--- src/learning_switch_spanning_tree_core_assert.svh ---
// Assertion macros for the learning switch core
`ifndef LEARNING_SWITCH_SPANNING_TREE_CORE_ASSERT_SVH
`define LEARNING_SWITCH_SPANNING_TREE_CORE_ASSERT_SVH

// Check that cons holds in the same cycle as ante
`define LSST_ASSERT_SAME(lbl, ante, cons, msg) \
    lbl: assert property (@(posedge i_clk) disable iff (!i_rst_n) (ante) |-> (cons)) \
        else $error(msg);

// Check that cons holds in the cycle after ante
`define LSST_ASSERT_NEXT(lbl, ante, cons, msg) \
    lbl: assert property (@(posedge i_clk) disable iff (!i_rst_n) (ante) |=> (cons)) \
        else $error(msg);

`endif

--- src/lsst_pkg.sv ---
// Shared types and constants of the learning switch core
`timescale 1ns / 1ps

package lsst_pkg;

    localparam int CMD_W      = 2;
    localparam int PORT_W     = 3;
    localparam int ADDR_W     = 8;
    localparam int MASK_W     = 8;
    localparam int ID_W       = 8;
    localparam int CFG_IDX_W  = 1;
    localparam int CFG_DATA_W = 8;
    localparam int IN_DATA_W  = 40;
    localparam int OUT_DATA_W = 32;

    localparam logic [CMD_W-1:0] CMD_DATA   = 2'd0;
    localparam logic [CMD_W-1:0] CMD_TREE   = 2'd1;
    localparam logic [CMD_W-1:0] CMD_ADVERT = 2'd2;
    localparam logic [CMD_W-1:0] CMD_NONE   = 2'd3;

    localparam logic [1:0] KIND_UNICAST = 2'd0;
    localparam logic [1:0] KIND_FLOOD   = 2'd1;
    localparam logic [1:0] KIND_TREE    = 2'd2;
    localparam logic [1:0] KIND_ADVERT  = 2'd3;

    localparam logic [1:0] SENDER_HOST   = 2'd0;
    localparam logic [1:0] SENDER_SWITCH = 2'd1;

    localparam logic [CFG_IDX_W-1:0] CFG_NODE_ID      = 1'd0;
    localparam logic [CFG_IDX_W-1:0] CFG_PORTS_IN_USE = 1'd1;

    localparam logic [ID_W-1:0] NODE_ID_RST      = 8'd0;
    localparam logic [3:0]      PORTS_IN_USE_RST = 4'd8;

    typedef struct packed {
        logic [1:0]        child_pad;
        logic              child_flag;
        logic [1:0]        sender_kind;
        logic [7:0]        heard_root_dist;
        logic [ID_W-1:0]   heard_root_id;
        logic [ADDR_W-1:0] dst_addr;
        logic [ADDR_W-1:0] src_addr;
        logic [PORT_W-1:0] in_port;
    } t_in_word;

    typedef struct packed {
        logic [1:0]        pad;
        logic              table_full;
        logic              learned;
        logic              parent_valid;
        logic [PORT_W-1:0] parent_port;
        logic [7:0]        advert_root_dist;
        logic [ID_W-1:0]   advert_root_id;
        logic [MASK_W-1:0] out_port_mask;
    } t_out_word;

    typedef struct packed {
        logic [ADDR_W-1:0] addr;
        logic [PORT_W-1:0] port;
    } t_entry;

    typedef struct packed {
        logic load;
        logic scan;
        logic commit;
    } t_dp_cmd;

    typedef struct packed {
        logic in_data;
        logic in_drop;
        logic cnt_zero;
        logic last_read;
        logic out_free;
    } t_dp_status;

endpackage

--- src/lsst_ctrl.sv ---
// Controller state machine of the learning switch core
`timescale 1ns / 1ps

module lsst_ctrl
    import lsst_pkg::*;
(
    input  logic       i_clk,
    input  logic       i_rst_n,
    input  logic       i_in_valid,
    output logic       o_in_ready,
    input  t_dp_status i_status,
    output t_dp_cmd    o_cmd
);

    typedef enum logic [3:0] {
        S_IDLE   = 4'b0001,
        S_SCAN   = 4'b0010,
        S_LAST   = 4'b0100,
        S_FINISH = 4'b1000
    } t_state;

    t_state r_state;
    t_state n_state;
    logic   w_accept;

    assign o_in_ready = (r_state == S_IDLE);
    assign w_accept   = i_in_valid && o_in_ready;

    always_comb begin
        n_state      = r_state;
        o_cmd.load   = 1'b0;
        o_cmd.scan   = 1'b0;
        o_cmd.commit = 1'b0;
        unique case (r_state)
            S_IDLE: begin
                if (w_accept) begin
                    o_cmd.load = 1'b1;
                    priority if (i_status.in_drop) begin
                        n_state = S_IDLE;
                    end else if (i_status.in_data && !i_status.cnt_zero) begin
                        n_state = S_SCAN;
                    end else begin
                        n_state = S_FINISH;
                    end
                end
            end
            S_SCAN: begin
                o_cmd.scan = 1'b1;
                if (i_status.last_read) begin
                    n_state = S_LAST;
                end
            end
            S_LAST: begin
                n_state = S_FINISH;
            end
            S_FINISH: begin
                if (i_status.out_free) begin
                    o_cmd.commit = 1'b1;
                    n_state      = S_IDLE;
                end
            end
            default: begin
                n_state = S_IDLE;
            end
        endcase
    end

    always_ff @(posedge i_clk) begin
        if (!i_rst_n) begin
            r_state <= S_IDLE;
        end else begin
            r_state <= n_state;
        end
    end

endmodule

--- src/lsst_dpath.sv ---
// Datapath of the learning switch core: address table, tree state, result register
`timescale 1ns / 1ps

module lsst_dpath
    import lsst_pkg::*;
#(
    parameter int NUM_PORTS     = 8,
    parameter int TABLE_ENTRIES = 64
) (
    input  logic                  i_clk,
    input  logic                  i_rst_n,
    input  logic [CMD_W-1:0]      i_in_cmd,
    input  logic [IN_DATA_W-1:0]  i_in_data,
    input  logic                  i_cfg_we,
    input  logic [CFG_IDX_W-1:0]  i_cfg_idx,
    input  logic [CFG_DATA_W-1:0] i_cfg_data,
    input  logic                  i_out_ready,
    output logic                  o_out_valid,
    output logic [1:0]            o_out_kind,
    output logic [OUT_DATA_W-1:0] o_out_data,
    input  t_dp_cmd               i_cmd,
    output t_dp_status            o_status
);

    localparam int IDX_W = (TABLE_ENTRIES > 1) ? $clog2(TABLE_ENTRIES) : 1;
    localparam int CNT_W = $clog2(TABLE_ENTRIES + 1);
    localparam logic [CNT_W-1:0] CNT_MAX = CNT_W'(TABLE_ENTRIES);
    localparam logic [4:0]       NPORTS  = 5'(NUM_PORTS);

    t_entry r_mem [TABLE_ENTRIES];

    t_in_word          r_item;
    logic [CMD_W-1:0]  r_cmd;
    logic [IDX_W-1:0]  r_idx;
    logic              r_rd_vld;
    t_entry            r_rd_word;
    logic              r_hit;
    logic              r_known;
    logic [PORT_W-1:0] r_target;
    logic [CNT_W-1:0]  r_count;

    logic [3:0]        r_ports_in_use;
    logic [ID_W-1:0]   r_root;
    logic [7:0]        r_dist;
    logic [PORT_W-1:0] r_par;
    logic              r_pknown;
    logic [MASK_W-1:0] r_tree;

    logic              r_out_valid;
    logic [1:0]        r_out_kind;
    t_out_word         r_out_word;

    logic [ID_W-1:0]   n_root;
    logic [7:0]        n_dist;
    logic [PORT_W-1:0] n_par;
    logic              n_pknown;
    logic [MASK_W-1:0] n_tree;
    logic [1:0]        n_kind;
    logic [MASK_W-1:0] n_mask;
    logic              n_learn;
    logic              n_full;

    logic [4:0]        w_nports;
    logic [MASK_W-1:0] w_in_use;
    logic [8:0]        w_sum;
    logic [7:0]        w_sat;
    logic              w_take;
    logic              w_room;

    assign o_status.in_data   = (i_in_cmd == CMD_DATA);
    assign o_status.in_drop   = (i_in_cmd == CMD_NONE);
    assign o_status.cnt_zero  = (r_count == '0);
    assign o_status.last_read = (CNT_W'(r_idx) + CNT_W'(1) == r_count);
    assign o_status.out_free  = !r_out_valid || i_out_ready;

    assign o_out_valid = r_out_valid;
    assign o_out_kind  = r_out_kind;
    assign o_out_data  = r_out_word;

    always_comb begin
        w_nports = ({1'b0, r_ports_in_use} > NPORTS) ? NPORTS : {1'b0, r_ports_in_use};
        for (int b = 0; b < MASK_W; b++) begin
            w_in_use[b] = (5'(b) < w_nports);
        end
    end

    assign w_sum  = {1'b0, r_item.heard_root_dist} + 9'd1;
    assign w_sat  = w_sum[8] ? 8'hFF : w_sum[7:0];
    assign w_room = (r_count < CNT_MAX);

    always_comb begin
        n_root   = r_root;
        n_dist   = r_dist;
        n_par    = r_par;
        n_pknown = r_pknown;
        n_tree   = r_tree;
        n_kind   = KIND_ADVERT;
        n_mask   = '0;
        n_learn  = 1'b0;
        n_full   = 1'b0;
        w_take   = 1'b0;
        unique case (r_cmd)
            CMD_DATA: begin
                if (r_hit) begin
                    n_kind = KIND_UNICAST;
                    n_mask = MASK_W'(1) << r_target;
                end else begin
                    n_kind = KIND_FLOOD;
                    n_mask = r_tree & w_in_use & ~(MASK_W'(1) << r_item.in_port);
                end
                n_learn = !r_known && w_room;
                n_full  = !r_known && !w_room;
            end
            CMD_TREE: begin
                n_kind = KIND_TREE;
                if (r_item.sender_kind == SENDER_SWITCH) begin
                    if (r_item.heard_root_id < r_root) begin
                        n_root = r_item.heard_root_id;
                        w_take = 1'b1;
                    end else if (r_item.heard_root_id == r_root &&
                                 {1'b0, r_dist} > w_sum) begin
                        w_take = 1'b1;
                    end
                end
                if (w_take) begin
                    if (r_pknown) begin
                        n_tree[r_par] = 1'b0;
                    end
                    n_par    = r_item.in_port;
                    n_pknown = 1'b1;
                    n_dist   = w_sat;
                end
                if (r_item.sender_kind == SENDER_HOST) begin
                    n_tree[r_item.in_port] = 1'b1;
                end else if (r_item.sender_kind == SENDER_SWITCH &&
                             ((n_pknown && n_par == r_item.in_port) ||
                              r_item.child_flag)) begin
                    n_tree[r_item.in_port] = 1'b1;
                end else begin
                    n_tree[r_item.in_port] = 1'b0;
                end
            end
            CMD_ADVERT: begin
                n_kind = KIND_ADVERT;
                n_mask = w_in_use;
            end
            default: begin
                n_kind = KIND_ADVERT;
            end
        endcase
    end

    always_ff @(posedge i_clk) begin
        if (i_cmd.scan) begin
            r_rd_word <= r_mem[r_idx];
        end
        if (i_cmd.commit && n_learn) begin
            r_mem[r_count[IDX_W-1:0]] <= '{addr: r_item.src_addr, port: r_item.in_port};
        end
    end

    always_ff @(posedge i_clk) begin
        if (i_cmd.load) begin
            r_item <= t_in_word'(i_in_data);
            r_cmd  <= i_in_cmd;
        end
        if (i_cmd.commit) begin
            r_out_kind                  <= n_kind;
            r_out_word.out_port_mask    <= n_mask;
            r_out_word.advert_root_id   <= n_root;
            r_out_word.advert_root_dist <= n_dist;
            r_out_word.parent_port      <= n_par;
            r_out_word.parent_valid     <= n_pknown;
            r_out_word.learned          <= n_learn;
            r_out_word.table_full       <= n_full;
            r_out_word.pad              <= '0;
        end
    end

    always_ff @(posedge i_clk) begin
        if (!i_rst_n) begin
            r_idx          <= '0;
            r_rd_vld       <= 1'b0;
            r_hit          <= 1'b0;
            r_known        <= 1'b0;
            r_target       <= '0;
            r_count        <= '0;
            r_ports_in_use <= PORTS_IN_USE_RST;
            r_root         <= NODE_ID_RST;
            r_dist         <= '0;
            r_par          <= '0;
            r_pknown       <= 1'b0;
            r_tree         <= '0;
            r_out_valid    <= 1'b0;
        end else begin
            r_rd_vld <= i_cmd.scan;
            if (i_cmd.load) begin
                r_idx   <= '0;
                r_hit   <= 1'b0;
                r_known <= 1'b0;
            end else if (i_cmd.scan) begin
                r_idx <= r_idx + IDX_W'(1);
            end
            if (r_rd_vld) begin
                if (r_rd_word.addr == r_item.src_addr && r_rd_word.port == r_item.in_port) begin
                    r_known <= 1'b1;
                end
                if (r_rd_word.addr == r_item.dst_addr) begin
                    r_hit    <= 1'b1;
                    r_target <= r_rd_word.port;
                end
            end
            if (i_cfg_we) begin
                unique case (i_cfg_idx)
                    CFG_NODE_ID: begin
                        r_root   <= i_cfg_data;
                        r_dist   <= '0;
                        r_par    <= '0;
                        r_pknown <= 1'b0;
                    end
                    CFG_PORTS_IN_USE: begin
                        r_ports_in_use <= i_cfg_data[3:0];
                    end
                    default: begin
                        r_ports_in_use <= r_ports_in_use;
                    end
                endcase
            end else if (i_cmd.commit) begin
                r_root   <= n_root;
                r_dist   <= n_dist;
                r_par    <= n_par;
                r_pknown <= n_pknown;
                r_tree   <= n_tree;
                if (n_learn) begin
                    r_count <= r_count + CNT_W'(1);
                end
            end
            if (i_cmd.commit) begin
                r_out_valid <= 1'b1;
            end else if (i_out_ready) begin
                r_out_valid <= 1'b0;
            end
        end
    end

endmodule

--- src/learning_switch_spanning_tree_core.sv ---
// Top level of the learning switch core with spanning tree
`timescale 1ns / 1ps
// Usage:
//   Input channel (s_axis): one word per command. tuser carries the command:
//   data packet, tree packet received or send advert; the fourth code is
//   dropped without a result. tdata carries the packet and tree fields.
//   Output channel (m_axis): one result word per valid command; tuser carries
//   the result kind (unicast, flood, tree updated, advert).
//   Configuration: write node id (index 0) or ports in use (index 1) while idle.
// Sequence:
//   A data packet reads the address table one entry per cycle through a single
//   memory read port, entry_count entries, at most TABLE_ENTRIES; it then passes
//   the last-read and finish states to its result. With an empty table it goes
//   straight to the finish state, as do tree and advert commands. One command is
//   in flight at a time; tready is high only while idle, and a dropped word frees
//   the input in the next cycle.
// Reset:
//   Synchronous, active low. Table is empty, root is the node id, no parent,
//   no tree ports. The table memory is not cleared; the fill count guards it.
// Stall:
//   The result sits in an output register. The next command is accepted and
//   processed while it waits; its commit holds until the result is taken.

`include "learning_switch_spanning_tree_core_assert.svh"

module learning_switch_spanning_tree_core
    import lsst_pkg::*;
#(
    parameter int NUM_PORTS     = 8,
    parameter int TABLE_ENTRIES = 64
) (
    input  logic                  i_clk,
    input  logic                  i_rst_n,
    input  logic                  i_s_axis_tvalid,
    output logic                  o_s_axis_tready,
    // in_port[2:0], src_addr[10:3], dst_addr[18:11], heard_root_id[26:19],
    // heard_root_dist[34:27], sender_kind[36:35], child_flag[37], zero[39:38]
    input  logic [IN_DATA_W-1:0]  i_s_axis_tdata,
    // command[1:0]
    input  logic [CMD_W-1:0]      i_s_axis_tuser,
    output logic                  o_m_axis_tvalid,
    input  logic                  i_m_axis_tready,
    // out_port_mask[7:0], advert_root_id[15:8], advert_root_dist[23:16],
    // parent_port[26:24], parent_valid[27], learned[28], table_full[29], zero[31:30]
    output logic [OUT_DATA_W-1:0] o_m_axis_tdata,
    // result_kind[1:0]
    output logic [1:0]            o_m_axis_tuser,
    input  logic                  i_cfg_we,
    input  logic [CFG_IDX_W-1:0]  i_cfg_idx,
    input  logic [CFG_DATA_W-1:0] i_cfg_data
);

    t_dp_cmd    w_cmd;
    t_dp_status w_status;
    t_out_word  w_out;
    logic       w_in_take;
    logic       w_learn_full;
    logic       w_out_tree;

    assign w_out        = o_m_axis_tdata;
    assign w_in_take    = i_s_axis_tvalid && o_s_axis_tready && (i_s_axis_tuser != CMD_NONE);
    assign w_learn_full = w_out.learned && w_out.table_full;
    assign w_out_tree   = o_m_axis_tvalid && (o_m_axis_tuser == KIND_TREE);

    lsst_ctrl u_ctrl (
        .i_clk      (i_clk),
        .i_rst_n    (i_rst_n),
        .i_in_valid (i_s_axis_tvalid),
        .o_in_ready (o_s_axis_tready),
        .i_status   (w_status),
        .o_cmd      (w_cmd)
    );

    lsst_dpath #(
        .NUM_PORTS     (NUM_PORTS),
        .TABLE_ENTRIES (TABLE_ENTRIES)
    ) u_dpath (
        .i_clk       (i_clk),
        .i_rst_n     (i_rst_n),
        .i_in_cmd    (i_s_axis_tuser),
        .i_in_data   (i_s_axis_tdata),
        .i_cfg_we    (i_cfg_we),
        .i_cfg_idx   (i_cfg_idx),
        .i_cfg_data  (i_cfg_data),
        .i_out_ready (i_m_axis_tready),
        .o_out_valid (o_m_axis_tvalid),
        .o_out_kind  (o_m_axis_tuser),
        .o_out_data  (o_m_axis_tdata),
        .i_cmd       (w_cmd),
        .o_status    (w_status)
    );

    `LSST_ASSERT_NEXT(a_busy_after_accept, w_in_take, !o_s_axis_tready, "ready after accept")
    `LSST_ASSERT_SAME(a_learn_full_excl, o_m_axis_tvalid, !w_learn_full, "learned with full")
    `LSST_ASSERT_SAME(a_tree_mask_zero, w_out_tree, w_out.out_port_mask == '0, "tree mask set")

endmodule
--- config.mk ---
export PLATFORM = sky130hd
export DESIGN_NAME = learning_switch_spanning_tree_core
export DESIGN_NICKNAME = d
export VERILOG_FILES = /design/src/lsst_pkg.sv /design/src/lsst_ctrl.sv /design/src/lsst_dpath.sv /design/src/learning_switch_spanning_tree_core.sv
export VERILOG_INCLUDE_DIRS = /design/src /design/src/src
export SDC_FILE = /design/constraint.sdc
export NUM_CORES = 1
export LEC_CHECK = 0
export ABC_AREA = 1
export BUFFER_PORTS_ARGS = -buffer_cell sky130_fd_sc_hd__buf_4
export CORE_MARGIN = 2
export CORE_UTILIZATION = 39
export DETAILED_ROUTE_END_ITERATION = 8
export GPL_TIMING_DRIVEN = 1
export PLACE_DENSITY_LB_ADDON = 0.3
export SLEW_MARGIN = 20
export SYNTH_ARGS = -nofsm -noshare
export SYNTH_HDL_FRONTEND = slang
export SYNTH_SLANG_ARGS = --single-unit
export TNS_END_PERCENT = 100
--- constraint.sdc ---
create_clock -name i_clk -period 8.6 [get_ports i_clk]
set_input_delay 0.86 -clock i_clk [delete_from_list [all_inputs] [get_ports i_clk]]
set_output_delay 0.86 -clock i_clk [all_outputs]
set_load 0.02 [all_outputs]
* Word-level counts from Yosys, hierarchy flattened
Memories as Yosys holds them, arrays and structs flattened. A register that Yosys moved wholly into a read port is not among the register bits. Index checks and enable logic that the tools add are counted.
Operators by class: add/subtract/negate cells 4, order comparisons 16, eq/ne operators 18, shift-type cells 2, multiplexer cells 64, bitwise operators 10, reductions and logical operators 30
Operators by type and width (number):
- $mux W8 | 18
- $and A8 B8 Y8 | 4
- $mux W1 | 29
- $eq A8 B8 Y1 | 3
- $mux W4 | 6
- $not A8 Y8 | 3
- $lt A3 B5 Y1 const A | 4
- $mux W3 | 6
- $pmux W4 S4 | 1
- $pmux W8 S2 | 1
- $shl A1 B3 Y8 const A | 2
- $logic_and A1 B1 Y1 | 11
- $lt A1 B5 Y1 const A | 2
- $lt A2 B5 Y1 const A | 2
- $add A8 B1 Y9 const B | 1
- $gt A8 B9 Y1 | 1
- $reduce_and A3 Y1 | 3
- $lt A3 B4 Y1 const B | 2
- $lt A8 B8 Y1 | 1
- $or A8 B8 Y8 | 1
- $add A6 B1 Y7 const B | 1
- $add A7 B1 Y7 const B | 1
- $eq A7 B7 Y1 | 1
- $logic_not A7 Y1 | 1
- 22 further kinds | 39
Storage, ports and cells: flip-flop bits (word level) 128, memory bits (writable) 704, output and inout bits 36, word-level logic and storage cells 175, memories kept 1
Memories:
- u_dpath.r_mem | words 64, width 11, read ports 1, clocked after memory_dff 1, wr ports 1, RTL line lsst_dpath.sv:30 | t_entry r_mem [TABLE_ENTRIES];

* Depth between registers and ports, before layout
Gate-level depths: netlist of run 1.
word-level depth 15, gate-level depth with buffers 23

* Cells and area by module
Synthesis of run 1 repeated with hierarchy kept, for this count alone.
Second synthesis, totals: cells, all modules 2840, area total of the unflattened synthesis 34558.1 um^2
By module, submodules not included:
- lsst_dpath | times used 1, cells each 2788, area an instance 34247.8 um^2
- lsst_ctrl | times used 1, cells each 52, area an instance 310.3 um^2

* Worst setup path after synthesis of run 1
OpenSTA, ideal clock, no wires.
path type input -> register, start point input i_m_axis_tready, end point memory u_dpath.r_mem[35][0] (netlist bit), enable pin, library setup time 408 ps, arrival time 3483 ps, setup slack 4709 ps, cell stages on the path 7, cell sequence nor2_1 > nor2_2 > nand2_1 > inv_1 > buf_2 > nand2_1 > nor4_1
RTL lines:
- start: declaration | RTL line learning_switch_spanning_tree_core.sv:42 | input logic i_m_axis_tready,
- end: declaration | RTL line lsst_dpath.sv:30

==> flow_results.org, run 1 <==
** Outcome
- The run finished with clean final reports.

** Synthesis
- Post-synthesis sequential area ratio :: 0.7196
- Mean Syn Cell Area :: 12.13 um2
- Netlist area before placement :: 34400 um2
- The number of different library cells used by synthesis comes to 45.
- Counting every instance in the synthesized netlist gives 2836.
- Count of flip-flops with a built-in enable after synthesis :: 787
- Counting flops and latches in the post-synthesis netlist gives 843.
- Synth Flop Type :: sky130_fd_sc_hd__edfxtp_1
- Ys async rst share :: 0
- The Yosys step of the flow raised 0 warnings.

** Global route
- For this run, global-route usage on met1 was measured as 0.2660.
- For this run the aggregate overflow at the end of global routing stands at 0.
- In this run the most used layer during global routing was met2.
- Maximum number of pins on one net before global-route repair :: 194
- Via count of the first global-routing pass :: 22.04k
- The number of antenna violations at the first check in global routing came to 0.
- Global-route track usage on met3 :: 0.02670
- The first global-routing pass estimated 134.2 mm of wire.
- In the global route stage, overall resource usage came out at 0.1946.
- For met2 alone, demand over resource in global routing was 0.3187.

** Layout
- After filler insertion, the fill cell instance count of the layout stands at 7842.
- In the final design database the tool counted 2950 nets.
- The count of cells in the finished layout, fillers not included, comes to 4096.
- Number of antenna diodes :: 0
- Of the cells placed in the final design, the portion with a size suffix greater than 1 is 0.1047.
- Final cell area excluding filler cells :: 38820 um2
- Final core utilization :: 0.4461
- Synthesis-to-finish area growth :: 12.86%

** Clock tree
- Total of cells resized after clock tree synthesis :: 0
- Worst-skew pair later-pin latency :: 660 ps
- The longest clock path from root to sink contains 3 buffers.
- # clock sinks :: 843
- H-tree levels :: 3
- TritonCTS buffer count :: 87
- Clock tree from TritonCTS :: done
- The number of setup buffers added after CTS is 0.
- The cell sitting at the root of the clock tree is a sky130_fd_sc_hd__clkbuf_16.
- CTS Hold Bufs :: 0
- Clock-pin slew was measured on the worst setup and hold paths at 60 ps.

** Die
- Die Y :: 301.0 um
- X dimension of the die :: 301.0 um
- In this run the core area contains 108 standard-cell rows.
- Die Outline Area :: 90600 um2
- After floorplanning, the core was sized to cover 87020 um2.
- The initial utilization of the core area, before any placement, comes to 0.3953.
- Boundary Pins :: 92

** Power
- For this design the ratio of total power to cell area is 218.3 nW/um2.
- Overall power after layout :: 8475 uW
- VDD sags by at most 0.0001789 V.
- For this design the static power due to leakage is 0.01290 uW.

** STA
- Least-Margin Pin Slew :: 1160 ps
- Setup total negative slack on the finished layout was measured at 0 ps.
- Tcrit/Tclk final :: 0.4676
- Final setup violation count :: 0
- The final number of hold-violating endpoints is 0.
- The routed design could run at a clock period as short as 4021 ps.
- Unrepaired setup endpoints after global routing :: false
- For this run, the top clock speed supported by timing is 248.7 MHz.
- The final number of max-transition violations is 0.
- Worst clock skew :: 27.34 ps
- Max-slew headroom :: 0.2237

** Min path
- Along the worst hold path, the cell count comes to 1.
- Hold crit path type :: in -> reg

** Placement
- Input and output buffers added on the ports amount to 87.
- Counting tap cells, the placed design contains a total of 3940 instances.
- Placed Area :: 36030 um2
- The congestion estimate from routability-driven global placement came to 0.8277.
- Final HPWL from detailed placement :: 50.58 mm

** Worst setup path
- Kind of start point of the critical path :: register
- Top fanout value on the critical path :: 78
- CP peak stage delay :: 780 ps
- Arr. time, crit path :: 4510 ps
- Counting cells, the worst reg-to-reg path comes to 8.
- Slowest cell on the critical path :: sky130_fd_sc_hd__buf_4
- Gate family responsible for the most delay along the worst path :: buffers and inverters
- The setup path with the least slack is of type reg -> reg.
- The critical path crosses 8 cells after its start point.
- STA puts the critical path data required time at 9090 ps.
- Counting both buffers and inverters, the worst setup path holds a total of 2.
- Sequence of cells on the critical path :: buf_4 -> buf_4 -> o21ai_0 -> o22ai_1 -> o21ai_0 -> o22ai_1 -> o211ai_1 -> nand2_1
- STA classifies the critical path endpoint as a register.

** Detailed routing
- Post-route DRC :: 0
- In the final routed layout, each cell accounts on average for 22.08 um.
- Number of nets with antenna violations after routing :: 0
- WL final :: 90.46 mm
- First-pass detailed-route iteration total :: 5
- Count of vias placed by the detailed router :: 22.85k
- After detailed routing, the number of vias per cell comes to 5.579.
- After the first detailed-routing iteration, the DRC count stood at 2324.

** Job
- Count of maximum capacitance violations :: 0
[metal layers]
metal / vias to the layer above / wire, um
li1: 10426 / -
met1: 11332 / 37940
met2: 939 / 43180
met3: 154 / 6661
met4: 0 / 2677
met5: - / 0
[power by group]
group | internal [uW] | switching (uW) | leakage (uW)
Combinational | 65.7 | 221 | 0.00403
Sequential | 4560 | 16.4 | 0.00755
Clock | 2050 | 1560 | 0.00132
[flip-flops by register name, indices dropped and copies added, names as in the netlist, 2 cells and up]
register / cells
u_dpath.r_rd_word: 11
u_dpath.r_item: 38
u_dpath.r_root: 8
u_dpath.o_out_data: 30
u_ctrl.r_state: 4
u_dpath.r_idx: 6
u_dpath.o_out_kind: 2
u_dpath.r_ports_in_use: 4
u_dpath.r_count: 7
u_dpath.r_tree: 8
u_dpath.r_cmd: 2
u_dpath.r_par: 3
u_dpath.r_dist: 8
u_dpath.r_target: 3
u_dpath.r_mem: 704
[logic make-up (layout without fill, tap and decap cells)]
family,after synthesis,after routing,share of synthesized area
other,1,2,0.0001090
XOR/XNOR,28,28,0.007129
AND/OR/NAND/NOR,847,847,0.09802
AO/OA/AOI/OAI,803,803,0.1305
adder cells (fa/ha/maj),20,20,0.007275
buffers and inverters,294,398,0.03735
flip-flops,843,843,0.7196
[cell usage in the layout, fill, tap and decap left out, types with 15 or more instances in the layout]
cell                        instances
sky130_fd_sc_hd__buf_4            121
sky130_fd_sc_hd__o21ai_1           21
sky130_fd_sc_hd__nor2_1           525
sky130_fd_sc_hd__nand2_1          182
sky130_fd_sc_hd__nand4_1           15
sky130_fd_sc_hd__dfxtp_1           52
sky130_fd_sc_hd__a21oi_1           55
sky130_fd_sc_hd__ha_1              20
sky130_fd_sc_hd__nor2_2            43
sky130_fd_sc_hd__xnor2_1           17
sky130_fd_sc_hd__nand3_1           55
sky130_fd_sc_hd__o221ai_1          25
sky130_fd_sc_hd__o21ai_0          459
sky130_fd_sc_hd__clkinv_1          20
sky130_fd_sc_hd__o211ai_1          15
sky130_fd_sc_hd__inv_1            110
sky130_fd_sc_hd__edfxtp_1         787
sky130_fd_sc_hd__clkbuf_1          19
sky130_fd_sc_hd__o22ai_1          195
sky130_fd_sc_hd__clkbuf_16         92
[Yosys cell counts (4+ instances only)]
library cell | n | share of area
sky130_fd_sc_hd__inv_1 | 110 | 0.012
sky130_fd_sc_hd__o211ai_1 | 15 | 0.0033
sky130_fd_sc_hd__dfxtp_1 | 56 | 0.033
sky130_fd_sc_hd__nor3_1 | 13 | 0.0019
sky130_fd_sc_hd__edfxtp_1 | 787 | 0.69
sky130_fd_sc_hd__ha_1 | 20 | 0.0073
sky130_fd_sc_hd__o21ai_0 | 459 | 0.067
sky130_fd_sc_hd__o21ai_1 | 21 | 0.0031
sky130_fd_sc_hd__nand4_1 | 15 | 0.0027
sky130_fd_sc_hd__xnor2_1 | 17 | 0.0043
sky130_fd_sc_hd__o22ai_1 | 195 | 0.035
sky130_fd_sc_hd__buf_6 | 9 | 0.0029
sky130_fd_sc_hd__o221ai_1 | 25 | 0.0064
sky130_fd_sc_hd__o311ai_1 | 8 | 0.0020
sky130_fd_sc_hd__nand2_1 | 182 | 0.020
sky130_fd_sc_hd__buf_2 | 50 | 0.0073
sky130_fd_sc_hd__xor2_1 | 11 | 0.0028
sky130_fd_sc_hd__inv_2 | 9 | 0.00098
sky130_fd_sc_hd__nor2_1 | 566 | 0.062
sky130_fd_sc_hd__o21bai_1 | 5 | 0.0011
sky130_fd_sc_hd__nor2_2 | 4 | 0.00073
sky130_fd_sc_hd__buf_4 | 13 | 0.0028
sky130_fd_sc_hd__a21oi_1 | 55 | 0.0080
sky130_fd_sc_hd__clkbuf_1 | 99 | 0.011
sky130_fd_sc_hd__a31oi_1 | 8 | 0.0015
sky130_fd_sc_hd__nand3_1 | 55 | 0.0080
[layout make-up]
| class | count | area, um2 | area share |
|---|---|---|---|
| repair buffers | 122 | 928.4 | 0.02391 |
| well taps | 1155 | 1445 | 0.03722 |
| clock inverters | 44 | 337.8 | 0.008701 |
| clock buffers | 112 | 2387 | 0.06149 |
| inverters | 120 | 462.9 | 0.01192 |
| flip-flops and latches | 843 | 24770 | 0.6379 |
| multi-input cells | 1700 | 8497 | 0.2189 |
[worst paths after layout]
kind                                   from                        endpoint  slack, ps
max reg2reg   u_dpath.r_idx[1]$_SDFFE_PP0P_  u_dpath.r_rd_word[3]$_DFFE_PP_       4580
min                      i_s_axis_tdata[14]    u_dpath.r_item[14]$_DFFE_PP_        400
max           u_dpath.r_idx[1]$_SDFFE_PP0P_  u_dpath.r_rd_word[3]$_DFFE_PP_       4580
min reg2reg  u_dpath.r_root[4]$_SDFFE_PN0P_  u_dpath.r_root[4]$_SDFFE_PN0P_        470
[stage by stage]
| stage | worst slack [ps] | hold slack, ps |
|---|---|---|
| 6_report | 4579 | 395.3 |
| 5_1_grt | 4429 | 386.9 |
| 4_1_cts | 4659 | 362.5 |
| 3_5_place_dp | 4621 | 459.0 |
| 3_3_place_gp | 4698 | 453.6 |
| 2_1_floorplan | 4709 | 445.3 |
Note: power is estimated with default switching activity, not from simulation.
==> run 2: changes to the inputs <==
Clock period 8.6 ns to 3.9 ns, I/O delays scaled along.
==> run 2 against run 1 <==
Effect of this change:
- final area up 2.5%
- core utilization up 1.1 points
- cell count up 3.0%
- clock skew down 9.2 ps
- flip-flop and latch count unchanged
- sequential power up 120%
- global-route usage up 0.37 points
- register-to-register slack worse by 3700 ps
- first-iteration DRC count up 10%
- combinational power up 130%
- clock power up 120%
- sequential share of layout area down 1.6 points
==> flow_results.org, run 2 (synthesis gave the netlist of run 1 again) <==
** Placement
- Final HPWL from detailed placement :: 53.33 mm (+5.4%)
- Routability Congestion :: 0.8768 (+5.9%)
- The quantity of I/O buffers inserted on ports came to 87 (unchanged).
- Worst slack, placed :: 966.2 ps (-3655 ps)

** STA
- The final number of max-transition violations was 0 (unchanged).
- Period minus WS final :: 2988 ps (-1033 ps)
- The slew at the pin closest to its max-slew limit came to 1080 ps (-79.82 ps).
- The number of setup violations in the final report came to 0 (unchanged).
- Setup repair after global routing left no endpoint under its margin.
- The aggregate negative setup slack was 0 ps (unchanged).
- Hold violation total from the final report :: 0 (unchanged)
- Fmax :: 334.7 MHz (+35%)
- The part of the cycle the worst path needs was 0.7661 (+0.2985).
- Worst clock skew :: 18.17 ps (-9.166 ps)
- The normalized max-slew margin was 0.2798 (+0.05607).
- The setup slack after layout came to 912.3 ps (-3667 ps).

** Min path
- Hold crit path type :: in -> reg

** Worst setup path
- The cell family contributing the most delay on the critical path is simple AND/OR/NAND/NOR gates.
- The worst setup path is captured at a register.
- The arrival time at the worst endpoint was 3330 ps (-1180 ps).
- Slowest cell on the critical path :: sky130_fd_sc_hd__nor2_1
- The worst setup path is launched from a register.
- The worst setup path is of the reg -> reg kind.
- Walking the worst path, the cells encountered are nor2_1 -> inv_1 -> nor3_1 -> nand2_1 -> inv_1 -> nand4_1 -> nor2_1 -> buf_4.
- The largest stage delay on the critical path is 560 ps (-220 ps).
- The number of buffers and inverters on the critical path was 3 (+1).
- The biggest fanout along the worst timing path came to 11 (-86%).
- Data required time of the worst path :: 4240 ps (-4850 ps)

** Die
- The effective utilization at floorplan came to 0.3953 (unchanged).
- The row count came to 108 (unchanged).
- X dimension of the die :: 301.0 um (unchanged)
- The floorplan die height came to 301.0 um (unchanged).
- The count of pins on the block boundary came to 92 (unchanged).
- Die Outline Area :: 90600 um2 (unchanged)
- Area of the core region :: 87020 um2 (unchanged)

** Power
- The net switching share of the total power was 0.2083 (-0.003896).
- Power density cells :: 469.9 nW/um2 (+120%)
- Gate power share :: 0.035 (about the same)
- Clock network fraction of total power :: 0.425 (-0.002)
- Cell Int Power :: 14810 uW (+120%)
- Register share of total power :: 0.540 (about the same)
- The net switching power was 3896 uW (+120%).
- The largest vdd supply drop was 0.0003678 V (+110%).
- Static leakage :: 0.01353 uW (+4.9%)

** Job
- The max-cap violation count is 0 (unchanged).

** Detailed routing
- Count of vias placed by the detailed router :: 23.30k (+2.0%)
- WL final :: 91.30 mm (+0.93%)
- The number of remaining DRC errors is 0 (unchanged).
- Routed wire length per instance :: 21.64 um (-2.0%)
- First-pass detailed-route iteration total :: 6 (+1)
- Number of nets with antenna violations after routing :: 0 (unchanged)
- Initial detailed-routing violation count :: 2568 (+10%)
- Vias per cell :: 5.523 (-1.0%)

** Global route
- Maximum number of pins on one net before global-route repair :: 204 (+5.2%)
- Via count of the first global-routing pass :: 22.37k (+1.5%)
- Number of antenna violations at the first check in global routing :: 0 (unchanged)
- Overall routing resource usage :: 0.1983 (+0.003696)
- Global route total overflow :: 0 (unchanged)
- Global-route wire length before repair :: 136.8 mm (+1.9%)

** Layout
- Synthesis-to-finish area growth :: 15.71%
- Final core utilization :: 0.4574 (+0.01126)
- The count of nets after finishing came to 3074 (+4.2%).
- The flip-flop count of the largest register, all copies and words added is 704 (unchanged).
- Commonest cells after routing, fill and taps aside :: 787 x sky130_fd_sc_hd__edfxtp_1, 565 x sky130_fd_sc_hd__nor2_1, 459 x sky130_fd_sc_hd__o21ai_0
- Fraction of layout instances using a drive strength above 1 :: 0.1146 (+0.009867)
- The filler cell count in the final layout came to 7753 (-1.1%).
- Most common cell after layout, fill and taps aside :: sky130_fd_sc_hd__edfxtp_1

** Clock tree
- Post-CTS setup buffer count :: 0 (unchanged)
- The clock transition at the registers of the reported paths was 60 ps (about the same).
- The clock buffer count from CTS is 87 (unchanged).
- The count of clock tree sinks is 843 (unchanged).
- The buffer depth of the longest clock path came to 3 (unchanged).
- The cell sitting at the root of the clock tree is a sky130_fd_sc_hd__clkbuf_16.
- The H-tree depth came to 3 (unchanged).
- The post-cts sizing count came to 0 (unchanged).
- Clock tree from TritonCTS :: done
- The source-to-sink clock delay at the later pin of the worst-skew pair came to 640 ps (-20 ps).

** Outcome
- The flow ran to the end, and the final reports show no timing, DRC or antenna violations.
## run 2: worst min-delay path, cell delays in order
cell and delay, ps:
sky130_fd_sc_hd__buf_4 100, sky130_fd_sc_hd__nand2_1 60, sky130_fd_sc_hd__o211ai_1 80
## run 2: final cells by class
class / instances / area [um2] / area share
tap: 1155 / 1445 / 0.03631
timing repair buffer: 246 / 2034 / 0.05111
antenna: 1 / 2.502 / 0.00006287
clock buffer: 108 / 2350 / 0.05903
multi-input combinational: 1700 / 8388 / 0.2107
inverter: 120 / 460.4 / 0.01157
sequential: 843 / 24770 / 0.6222
clock inverter: 46 / 357.8 / 0.008990
## run 2: per-stage QoR
| stage | hold slack [ps] | total power, uW | instances | cell area (um2) |
|---|---|---|---|---|
| floorplan | 445.3 | 10600 | 2837 | 34400 |
| global placement | 453.7 | 10880 | 4024 | 36690 |
| detailed placement | 459.1 | 10910 | 4024 | 36690 |
| CTS | 8.228 | 18830 | 4218 | 39800 |
| global route | 34.76 | 19250 | 4218 | 39800 |
| finish | 50.77 | 18700 | 4219 | 39800 |
## run 2: what timing repair did
item / in CTS / in global routing
hold buffers: 40 / 0
endpoints found under the hold margin: 40 / 0
endpoints found under the setup margin: 0 / 0
## run 2: worst paths after layout
path / from / endpoint / slack, ps / cells past startpoint
setup reg to reg: u_dpath.r_cmd[0]$_DFFE_PP_ / u_dpath.r_mem[45][5]$_DFFE_PP_ / 910 / 8
setup / recovery: u_dpath.r_cmd[0]$_DFFE_PP_ / u_dpath.r_mem[45][5]$_DFFE_PP_ / 910 / 8
hold reg to reg: u_dpath.r_root[5]$_SDFFE_PN0P_ / u_dpath.r_root[5]$_SDFFE_PN0P_ / 470 / 2
hold / removal: i_cfg_data[3] / u_dpath.r_ports_in_use[3]$_SDFFE_PN1P_ / 50 / 3
## run 2: per-layer routing
metal / GRT usage / wire length (um)
met2: 0.3224 / 43160
met3: 0.03218 / 7045
met1: 0.2735 / 38690
met4: 0.06160 / 2396
met5: 0 / 0
## run 2: power by group through the flow
stage	Clock [uW]	Sequential, uW	Combinational [uW]
after floorplan	0	10400	220
after CTS	8070	10100	652
after detailed placement	0	10300	618
final	7950	10100	649
after global placement	0	10300	593
after global routing	8440	10100	708
==> run 3: changes to the inputs <==
Settings changed: ABC_AREA 1 to 0.
Clock period 3.9 ns to 3.1 ns, I/O delays scaled along.
==> run 3 against run 2 <==
Effect of this change:
- non-clock buffer count is 39 higher
- clock skew is 8.0 ps higher
- wire length is 13% lower
- clock power is 28% higher
- die area is 3.4% lower
- register-to-register slack worse by 690 ps
- cell count is 23% lower
- total power is 26% higher
- critical path depth is 4 higher
- setup slack worse by 690 ps
- area after synthesis is 3.4% lower
- hold slack better by 40 ps
- critical path type unchanged
==> flow_results.org, run 3 <==
** Outcome
- The run finished with clean final reports.

** Synthesis
- The sequential share of the synthesized area was 0.7452 (+0.02559).
- The count of warnings emitted by yosys is 0 (unchanged).
- Share of the synthesized area in the top cell type :: 0.7114 (+0.02443)
- Dominant cell by count in the synthesized netlist :: sky130_fd_sc_hd__edfxtp_1
- Mean Syn Cell Area :: 18.84 um2 (+55%)
- The fraction of registers with async set or reset after synthesis came to 0 (unchanged).
- Compound-Gate Fraction of Synth Area :: 0.05021 (-0.08030)
- Top cells by area, synth :: sky130_fd_sc_hd__edfxtp_1 71%, sky130_fd_sc_hd__mux4_2 12%, sky130_fd_sc_hd__dfxtp_1 3.4%
- Share of synthesized cell area in and, or, nand and nor gates :: 0.04712 (-0.05090)
- Synth Register Bits :: 843 (unchanged)
- The distinct cell type count of the synthesized netlist came to 65 (+44%).
- The commonest cells after synthesis are 787 x sky130_fd_sc_hd__edfxtp_1, 176 x sky130_fd_sc_hd__mux4_2, 96 x sky130_fd_sc_hd__nor2_1.
- Netlist area before placement :: 33220 um2 (-3.4%)
- Main combinational cell family by area after synthesis :: multiplexers
- The share of cell area taken by muxes after synthesis was 0.1239 (+0.1239).
- The share of synthesized cell area in full adder, half adder and majority cells came to 0.007533 (+0.0002587).
- Syn Inst Count :: 1763 (-38%)
- The number of synthesized flops with an enable pin was 787 (unchanged).
- The parity-gate share of the synthesized area counting xor and xnor cells is 0.01107 (+0.003945).
- In the synthesized netlist the dominant register cell turns out to be sky130_fd_sc_hd__edfxtp_1.
- Largest area contributor in the netlist :: sky130_fd_sc_hd__edfxtp_1

** Worst setup path
- RR Endpoint :: u_dpath.o_out_data[17]$_DFFE_PP_
- The biggest fanout along the worst timing path was 11 (unchanged).
- The worst setup path is captured at a register.
- Data required time of the worst path :: 3490 ps (-750 ps)
- STA classifies the critical path startpoint as a register.
- Critical R2R Launch :: u_dpath.r_item[29]$_DFFE_PP_
- Arr. time, crit path :: 3270 ps (-60 ps)
- Sequence of cells on the critical path :: nand3_1 -> nor2_1 -> nand3_1 -> xor2_1 -> ha_1 -> nand4_1 -> or2_2 -> nand4_1 -> nor3_1 -> nor2_1 -> buf_4 -> mux2_2
- Slowest cell on the critical path :: sky130_fd_sc_hd__edfxtp_1
- The largest stage delay on the critical path came to 410 ps (-150 ps).
- The path depth of the worst reg2reg path was 12 (+4).
- Worst reg-to-reg setup slack :: 220 ps (-690 ps)
- Critical path class :: reg -> reg
- Combined buffer and inverter count along the critical path :: 1 (-2)
- Gate family responsible for the most delay along the worst path :: simple AND/OR/NAND/NOR gates

** Global route
- The overall overflow remaining after global route came to 0 (unchanged).
- Number of antenna violations at the first check in global routing :: 2 (+2)
- The pin count of the biggest net entering global routing is 63 (-69%).
- The global-route usage over all layers was 0.1810 (-0.01733).
- Via count of the first global-routing pass :: 18.27k (-18%)
- The first-pass GRT wire length is 116.8 mm (-15%).

** Clock tree
- Maximum clock path buffer count :: 3 (unchanged)
- TritonCTS buffer count :: 85 (-2.3%)
- TritonCTS built the clock tree.
- The H-tree depth is 3 (unchanged).
- The count of clock tree sinks is 843 (unchanged).
- Worst-skew pair later-pin latency :: 650 ps (about the same)
- Clock tree synthesis selected as its root buffer the cell sky130_fd_sc_hd__clkbuf_16.
- The post-CTS setup buffer count was 0 (unchanged).
- The clock transition at the registers of the reported paths came to 60 ps (about the same).

** Layout
- Number of antenna diodes :: 0 (-1)
- The count of non-filler cells in the finished layout came to 3254 (-23%).
- The flip-flop count of the largest register, all copies and words added came to 704 (unchanged).
- Final cell area excluding filler cells :: 39600 um2 (-0.51%)
- Leaving out fill and tap cells, the most frequent cell in the layout is sky130_fd_sc_hd__edfxtp_1.
- In the layout the commonest cells are 787 x sky130_fd_sc_hd__edfxtp_1, 207 x sky130_fd_sc_hd__buf_4, 176 x sky130_fd_sc_hd__mux4_2.
- Final #Nets :: 2116 (-31%)
- The combined flip-flop and latch cell area came to 24760 um2 (about the same).
- The area occupied by multi-input gates came to 8013 um2 (-4.5%).
- The filler cell count in the final layout was 7081 (-8.7%).
- Fraction of layout instances using a drive strength above 1 :: 0.2673 (+0.1527)
- From synthesis to final layout, the design area changed by 19.21%.

** STA
- Setup repair after global routing left no endpoint under its margin.
- The setup slack after layout was 221.4 ps (-690.9 ps).
- The final number of max-transition violations came to 0 (unchanged).
- The timing-limited maximum frequency is 347.4 MHz (+3.8%).
- The clock period minus worst slack was 2879 ps (-109.1 ps).
- The number of setup violations in the final report was 0 (unchanged).
- Setup Total Neg Slack :: 0 ps (unchanged)
- Hold violation total from the final report :: 0 (unchanged)
- Tcrit/Tclk final :: 0.9286 (+0.1625)
- Max-slew headroom :: 0.2566 (-0.02323)
- The final clock skew is 26.18 ps (+8.010 ps).
- The slew at the pin closest to its max-slew limit came to 1115 ps (+34.85 ps).

** Detailed routing
- The via total after detailed routing came to 17.86k (-23%).
- The post-detailed-route wirelength per cell was 24.32 um (+12%).
- Number of nets with antenna violations after routing :: 0 (unchanged)
- First-pass detailed-route iteration total :: 7 (+1)
- Initial detailed-routing violation count :: 1806 (-30%)
- The vias per cell was 5.490 (-0.60%).
- The number of remaining DRC errors was 0 (unchanged).
- WL final :: 79.14 mm (-13%)

** Power
- The largest vdd supply drop was 0.0003413 V (-7.2%).
- The cell leakage power was 0.01275 uW (-5.8%).
- The overall power came to 23590 uW (+26%).
- Power density cells :: 595.6 nW/um2 (+27%)

** Die
- The count of pins on the block boundary came to 92 (unchanged).
- The overall die area was 87520 um2 (-3.4%).
- The effective utilization at floorplan came to 0.3920 (-0.003310).
- Number of rows created at floorplan :: 107 (-0.93%)
- The die outline width is 295.8 um (-1.7%).
- Die Y :: 295.8 um (-1.7%)
- Area of the core region :: 84750 um2 (-2.6%)

** Job
- The max-cap violation count came to 0 (unchanged).

** Min path
- Capture endpoint of the worst hold path :: u_dpath.r_ports_in_use[1]$_SDFFE_PN0P_
- Cell depth of the worst hold path :: 4 (+1)
- The worst hold path begins at i_cfg_idx.
- In this run the worst hold path is classified as in -> reg.

** Placement
- Number of input and output port buffers inserted :: 87 (unchanged)
- Final HPWL from detailed placement :: 49.59 mm (-7.0%)
- The cell area after placement was 36270 um2 (-1.1%).
- Worst slack, placed :: 109.7 ps (-856.5 ps)
- Routability Congestion :: 0.8736 (-0.36%)
- The cell count after placement is 3041 (-24%).
-- run 3: kinds of logic after synthesis --
group,after synthesis
other cells,1
buf+inv,118
xor+xnor,42
flops,843
compound gates,226
simple gates,323
fa+ha+maj,20
mux,190
-- run 3: worst max path at each step --
stage                                   startpoint                          endpoint  cells past startpoint
finish                u_dpath.r_item[29]$_DFFE_PP_  u_dpath.o_out_data[17]$_DFFE_PP_                     12
global route          u_dpath.r_item[29]$_DFFE_PP_  u_dpath.o_out_data[17]$_DFFE_PP_                     12
CTS                   u_dpath.r_item[29]$_DFFE_PP_    u_dpath.r_dist[6]$_SDFFE_PN0P_                     11
detailed placement    u_dpath.r_item[29]$_DFFE_PP_    u_dpath.r_dist[7]$_SDFFE_PN0P_                     11
global placement      u_dpath.r_item[28]$_DFFE_PP_    u_dpath.r_dist[3]$_SDFFE_PN0P_                     10
floorplan           u_ctrl.r_state[0]$_SDFFE_PN1P_   u_dpath.o_out_data[0]$_DFFE_PP_                      3
-- run 3: area by class of cell --
type                       count  area share
clock buffer                 105     0.05773
clock inverter                52     0.01188
inverter                      22    0.002085
multi-input combinational    803      0.2023
sequential                   843      0.6253
tap                         1144     0.03615
timing repair buffer         285     0.06455
-- run 3: worst min-delay path: stages --
cell and delay, ps:
sky130_fd_sc_hd__buf_4 120, sky130_fd_sc_hd__nand2_1 100, sky130_fd_sc_hd__nand2_1 80, sky130_fd_sc_hd__a21oi_1 60
-- run 3: timing repair --
| item | in CTS | in global routing |
|---|---|---|
| endpoints found under the hold margin | 54 | 0 |
| gates resized for setup | 0 | 2 |
| hold buffers | 55 | 0 |
| endpoints found under the setup margin | 0 | 14 |
-- run 3: report_power, final --
part / internal [uW] / switching, uW
Sequential: 12600 / 116
Clock: 5910 / 4260
Combinational: 237 / 468
Total: 18700 / 4840
-- run 3: per-stage QoR --
step                hold WS, ps  utilization
global placement          454.5       0.4280
global route              103.3       0.4673
finish                    90.36       0.4673
CTS                       48.41       0.4671
floorplan                 408.9            -
detailed placement        459.8       0.4280
-- run 3: routing by layer --
metal | GRT usage | up-vias | wire, um
li1 | - | 7789 | -
met1 | 0.2447 | 9314 | 33560
met2 | 0.2962 | 632 | 38300
met3 | 0.03328 | 125 | 5103
met4 | 0.06104 | 4 | 2154
met5 | 0 | - | 20
